`src/rtl/core/alc_div_cell.sv`:
```
module alc_div_cell #(
    parameter int REM_W  = 22,
    parameter int LOW_W  = 32,
    parameter int Q_W    = 32,
    parameter int SIDE_W = 10
) (
    input  logic              i_clk,
    input  logic              i_rst_n,
    input  logic              i_en,
    input  logic              i_valid,
    input  logic [REM_W-1:0]  i_rem,
    input  logic [REM_W-1:0]  i_div,
    input  logic [LOW_W-1:0]  i_low,
    input  logic [Q_W-1:0]    i_quo,
    input  logic [SIDE_W-1:0] i_side,
    output logic              o_valid,
    output logic [REM_W-1:0]  o_rem,
    output logic [REM_W-1:0]  o_div,
    output logic [LOW_W-1:0]  o_low,
    output logic [Q_W-1:0]    o_quo,
    output logic [SIDE_W-1:0] o_side
);

    logic              r_valid;
    logic [REM_W-1:0]  r_rem;
    logic [REM_W-1:0]  r_div;
    logic [LOW_W-1:0]  r_low;
    logic [Q_W-1:0]    r_quo;
    logic [SIDE_W-1:0] r_side;

    logic [REM_W:0]    trial;
    logic [REM_W:0]    diff;
    logic              ge;
    logic [REM_W-1:0]  n_rem;

    // one restoring division step
    assign trial = {i_rem, i_low[LOW_W-1]};
    assign diff  = trial - {1'b0, i_div};
    assign ge    = (trial >= {1'b0, i_div});
    assign n_rem = ge ? diff[REM_W-1:0] : trial[REM_W-1:0];

    always_ff @(posedge i_clk) begin
        if (!i_rst_n) begin
            r_valid <= 1'b0;
        end else if (i_en) begin
            r_valid <= i_valid;
        end
    end

    always_ff @(posedge i_clk) begin
        if (i_en) begin
            r_rem  <= n_rem;
            r_div  <= i_div;
            r_low  <= {i_low[LOW_W-2:0], 1'b0};
            r_quo  <= {i_quo[Q_W-2:0], ge};
            r_side <= i_side;
        end
    end

    assign o_valid = r_valid;
    assign o_rem   = r_rem;
    assign o_div   = r_div;
    assign o_low   = r_low;
    assign o_quo   = r_quo;
    assign o_side  = r_side;

endmodule

```
`src/rtl/core/alc_div_chain.sv`:
```
module alc_div_chain #(
    parameter int REM_W  = 22,
    parameter int Q_W    = 32,
    parameter int SIDE_W = 10
) (
    input  logic              i_clk,
    input  logic              i_rst_n,
    input  logic              i_en,
    input  logic              i_valid,
    input  logic [REM_W-1:0]  i_rem,
    input  logic [REM_W-1:0]  i_div,
    input  logic [Q_W-1:0]    i_low,
    input  logic [SIDE_W-1:0] i_side,
    output logic              o_valid,
    output logic [Q_W-1:0]    o_quo,
    output logic [SIDE_W-1:0] o_side
);

    logic [Q_W:0]             vld;
    logic [Q_W:0][REM_W-1:0]  rem;
    logic [Q_W:0][REM_W-1:0]  dvs;
    logic [Q_W:0][Q_W-1:0]    low;
    logic [Q_W:0][Q_W-1:0]    quo;
    logic [Q_W:0][SIDE_W-1:0] side;

    assign vld[0]  = i_valid;
    assign rem[0]  = i_rem;
    assign dvs[0]  = i_div;
    assign low[0]  = i_low;
    assign quo[0]  = '0;
    assign side[0] = i_side;

    for (genvar k = 0; k < Q_W; k++) begin : g_cell
        alc_div_cell #(
            .REM_W  (REM_W),
            .LOW_W  (Q_W),
            .Q_W    (Q_W),
            .SIDE_W (SIDE_W)
        ) u_cell (
            .i_clk   (i_clk),
            .i_rst_n (i_rst_n),
            .i_en    (i_en),
            .i_valid (vld[k]),
            .i_rem   (rem[k]),
            .i_div   (dvs[k]),
            .i_low   (low[k]),
            .i_quo   (quo[k]),
            .i_side  (side[k]),
            .o_valid (vld[k+1]),
            .o_rem   (rem[k+1]),
            .o_div   (dvs[k+1]),
            .o_low   (low[k+1]),
            .o_quo   (quo[k+1]),
            .o_side  (side[k+1])
        );
    end

    assign o_valid = vld[Q_W];
    assign o_quo   = quo[Q_W];
    assign o_side  = side[Q_W];

endmodule

```
`config.mk`:
```
export PLATFORM = sky130hd
export DESIGN_NAME = alc_div_chain
export DESIGN_NICKNAME = d
export VERILOG_FILES = /design/src/rtl/core/alc_div_cell.sv /design/src/rtl/core/alc_div_chain.sv
export SDC_FILE = /design/constraint.sdc
export NUM_CORES = 2
export LEC_CHECK = 0
export BUFFER_PORTS_ARGS = -buffer_cell sky130_fd_sc_hd__buf_2
export CAP_MARGIN = 20
export CORE_ASPECT_RATIO = 1.25
export CORE_MARGIN = 10
export CORE_UTILIZATION = 28
export CTS_CLUSTER_DIAMETER = 120
export DETAILED_ROUTE_END_ITERATION = 12
export SYNTH_ARGS = -nofsm -noshare
export SYNTH_HDL_FRONTEND = slang
export SYNTH_SLANG_ARGS = --single-unit
```
`constraint.sdc`:
```
create_clock -name i_clk -period 7.65 [get_ports i_clk]
set_input_delay 1.53 -clock i_clk [delete_from_list [all_inputs] [get_ports i_clk]]
set_output_delay 1.53 -clock i_clk [all_outputs]
set_load 0.05 [all_outputs]
```
==> impl_metrics.yaml <==
power:
  p_comb_frac: 0.360
  total_power_mw: 57.1
  p_clk_frac: 0.258
  p_sw_frac: 0.324
  pwr-share-seq: 0.382
  internal-power_mw: 38.6
  p_per_area_nw_per_um2: 398
  peakVddDrop_uv: 185
  p_switching_mw: 18.5
  leakagePower_nw: 54.6
die:
  dieWidth_um: 617
  placementRows: 274
  die_area_um2: 473000
  dieHeight_um: 767
  start_util: 0.281
  coreArea_um2: 445000
  ios: 133
synth:
  syn_area_um2: 125000
  synth_compound_area_frac: 0.101
  ys_ff_latch: 2740
  synth_fa_ha_area_frac: 0.0755
  synth.area.mux_share: 0.0380
  async_flop_share: 0
  ys_types: 94
  synth-edff-count: 2708
  synthCells: 9056
  syn_nets: 9881
  ys.flop_type: "edfxtp_1"
  synth_top_family_by_area: "compound AO/OA/AOI/OAI gates"
  yosys_warnings: 0
  synth_xor_area_frac: 0.0374
  synth_simple_gate_area_frac: 0.0596
  postSynthAreaPerCell_um2: 13.8
  seq_area_frac_synth: 0.656
critical_path:
  crit_path_start_kind: "flip-flop"
  cp_data_arrival_time_ps: 4930
  cp.required_ps: 8280
  cp_max_fo: 4
  cp-end-kind: "flip-flop"
  worstSetupPathType: "reg2reg"
placement:
  place_ws_ps: 2800
  hpwlAfterDp_um: 160000
  port_buffers: 132
  gp_routability_congestion: 0.903
grt:
  grt_overflow: 0
  grt_usage: 0.0926
  antenna_found_initial: 6
  grt_max_degree: 186
  grt_pass1_vias: 73100
  grt_pass1_wl_um: 365000
timing:
  finalCriticalPeriod_ps: 4300
  layout_setup_ws_ps: 3350
  setup_tns_ps: 0
  setup_viol: 0
  tightest_slew_ps: 1170
  timing.clock.skew_ps: 70.6
  fin_crit_sh: 0.562
  clock.fmax_mhz: 233
  slew_violations: 0
  hold_viol: 0
  rsz0062_at_grt: "no"
  relSlewSlack: 0.212
flow_run:
  max-cap-violations: 0
clocking:
  cts_made_buffers: 308
  insertion_delay_ps: 920
  cts_root_buf: "clkbuf_16"
  cts_num_sinks: 2740
  cts_max_level: 5
  post-cts-setup-buffer-count: 0
  holdBufCountCts: 0
  post_cts_resized: 0
  cts_tree: "yes"
  cts.path.max_buffers: 4
  cts.clk_slew.worst_paths_ps: 60
route:
  viasPerCell: 4.47
  first_iter_violations: 3208
  vias: 69800
  drc: 0
  wl_per_cell_um: 14.7
  wl_um: 229000
  ant_nets: 0
  drt_pass1_iterations: 7
final_layout:
  final_core_util: 0.322
  drive_gt1_frac: 0.112
  final_net_count: 10300
  synthToLayoutAreaGrowth_pct: 14.8
min_path:
  hold_class: "reg2reg"
outcome:
  status: "finished, final reports clean"
Yosys cell counts (all sizes together), types with 16 or more instances:
cell type / number / area share
dfxtp: 32 / 0.0051
a21o: 291 / 0.018
mux2: 364 / 0.033
nand2b: 82 / 0.0041
a211oi: 58 / 0.0035
fa: 31 / 0.0050
o21ai: 378 / 0.015
and3: 63 / 0.0032
a2111oi: 25 / 0.0021
nor2: 522 / 0.016
mux2i: 58 / 0.0046
ha: 704 / 0.071
nand2: 384 / 0.012
and2: 21 / 0.0011
a31oi: 71 / 0.0036
nand4: 78 / 0.0039
a21oi: 700 / 0.028
a211o: 16 / 0.0011
xor2: 186 / 0.013
nor4: 31 / 0.0016
nor3: 71 / 0.0028
and4: 18 / 0.0013
or2: 17 / 0.00085
buf: 49 / 0.0022
nand3: 107 / 0.0043
edfxtp: 2708 / 0.65
o211ai: 34 / 0.0021
nor2b: 103 / 0.0052
or3: 31 / 0.0016
clkbuf: 90 / 0.0027
o21bai: 98 / 0.0059
inv: 925 / 0.028
o31ai: 49 / 0.0031
xnor2: 347 / 0.024
o21a: 83 / 0.0050
logic make-up (layout without fill, tap and decap cells):
logic type | Yosys count | in the layout
DFF | 2740 | 2740
AOI/OAI and AO/OA | 1995 | 1995
buffers and inverters | 1064 | 1685
and+or+nand+nor | 1567 | 1567
adders and majority gates | 735 | 735
xor gates and xnor gates | 533 | 533
muxes | 422 | 422
other | 0 | 1
layout by cell type, fill, tap and decap left out, types with 83 or more instances in the layout:
master     netlist  layout
buf_2           31     135
o21bai_1        98      98
nor2b_1        103     103
mux2_2         337     337
xor2_1         186     186
o21ai_0        363     359
o21a_1          83      83
ha_1           704     704
a21oi_1        699     698
nand2_1        384     384
inv_1          925     925
edfxtp_1      2708    2708
xnor2_1        347     347
nor2_1         522     521
a21o_1         289     289
clkbuf_16        0     317
nand3_1        107     107
through the flow:
step | hold slack (ps) | cell area, um^2 | instances
2_1_floorplan | 400 | 125000 | 9056
3_3_place_gp | 400 | 133000 | 15100
3_5_place_dp | 405 | 133000 | 15100
4_1_cts | 354 | 143000 | 15600
5_1_grt | 378 | 143000 | 15600
6_report | 347 | 143000 | 15600
path summary, 6_finish.rpt:
path                                  to                        start  cells after the start  slack (ps)
max reg2reg   g_cell[1].u_cell.o_rem[18]   g_cell[0].u_cell.o_low[31]                     13        3350
min          g_cell[13].u_cell.o_low[23]  g_cell[12].u_cell.o_low[22]                      0         350
min reg2reg  g_cell[13].u_cell.o_low[23]  g_cell[12].u_cell.o_low[22]                      0         350
max           g_cell[1].u_cell.o_rem[18]   g_cell[0].u_cell.o_low[31]                     13        3350
layer usage:
metal / part of all wire / wire length (um) / GRT usage
met5: 0 / 0 / 0
met3: 0.034 / 7880 / 0.0165
met2: 0.57 / 130000 / 0.191
met4: 0.066 / 15200 / 0.0572
met1: 0.33 / 76100 / 0.0802
registers in the layout, summed over array words and instances, names as in the netlist:
name and flops:
g_cell.u_cell.o_side 320, g_cell.u_cell.o_div 682, g_cell.u_cell.o_rem 682, g_cell.u_cell.o_low 496, g_cell.u_cell.o_valid 32, g_cell.u_cell.o_quo 528
cell type report:
class,instances,area [um^2]
Antenna cell,1,2.50
Clock buffer,373,8170
Clock inverter,171,1850
Fill cell,43700,302000
Inverter,925,3470
Multi-Input combinational cell,5252,39000
Sequential cell,2740,82000
Tap cell,5934,7420
Timing Repair Buffer,216,1520
worst max-delay path, cell delays in order (launching register included):
cell and delay (ps):
edfxtp_1 380, inv_1 60, ha_1 150, inv_1 50, fa_1 400, a21o_1 200
a21oi_1 220, o21ai_0 170, o41ai_1 770, o311ai_0 520, a221oi_2 600, mux2i_1 250
a21oi_1 90, a21o_1 180
power groups by stage:
stage / Clock [mW] / Combinational [mW] / Sequential [mW]
floorplan: 0 / 16.0 / 21.7
global placement: 0 / 20.1 / 22.1
detailed placement: 0 / 20.4 / 22.1
CTS: 15.4 / 20.6 / 21.8
global route: 15.9 / 22.9 / 22.1
finish: 14.7 / 20.6 / 21.8
Note: power is estimated with default switching activity, not from simulation.
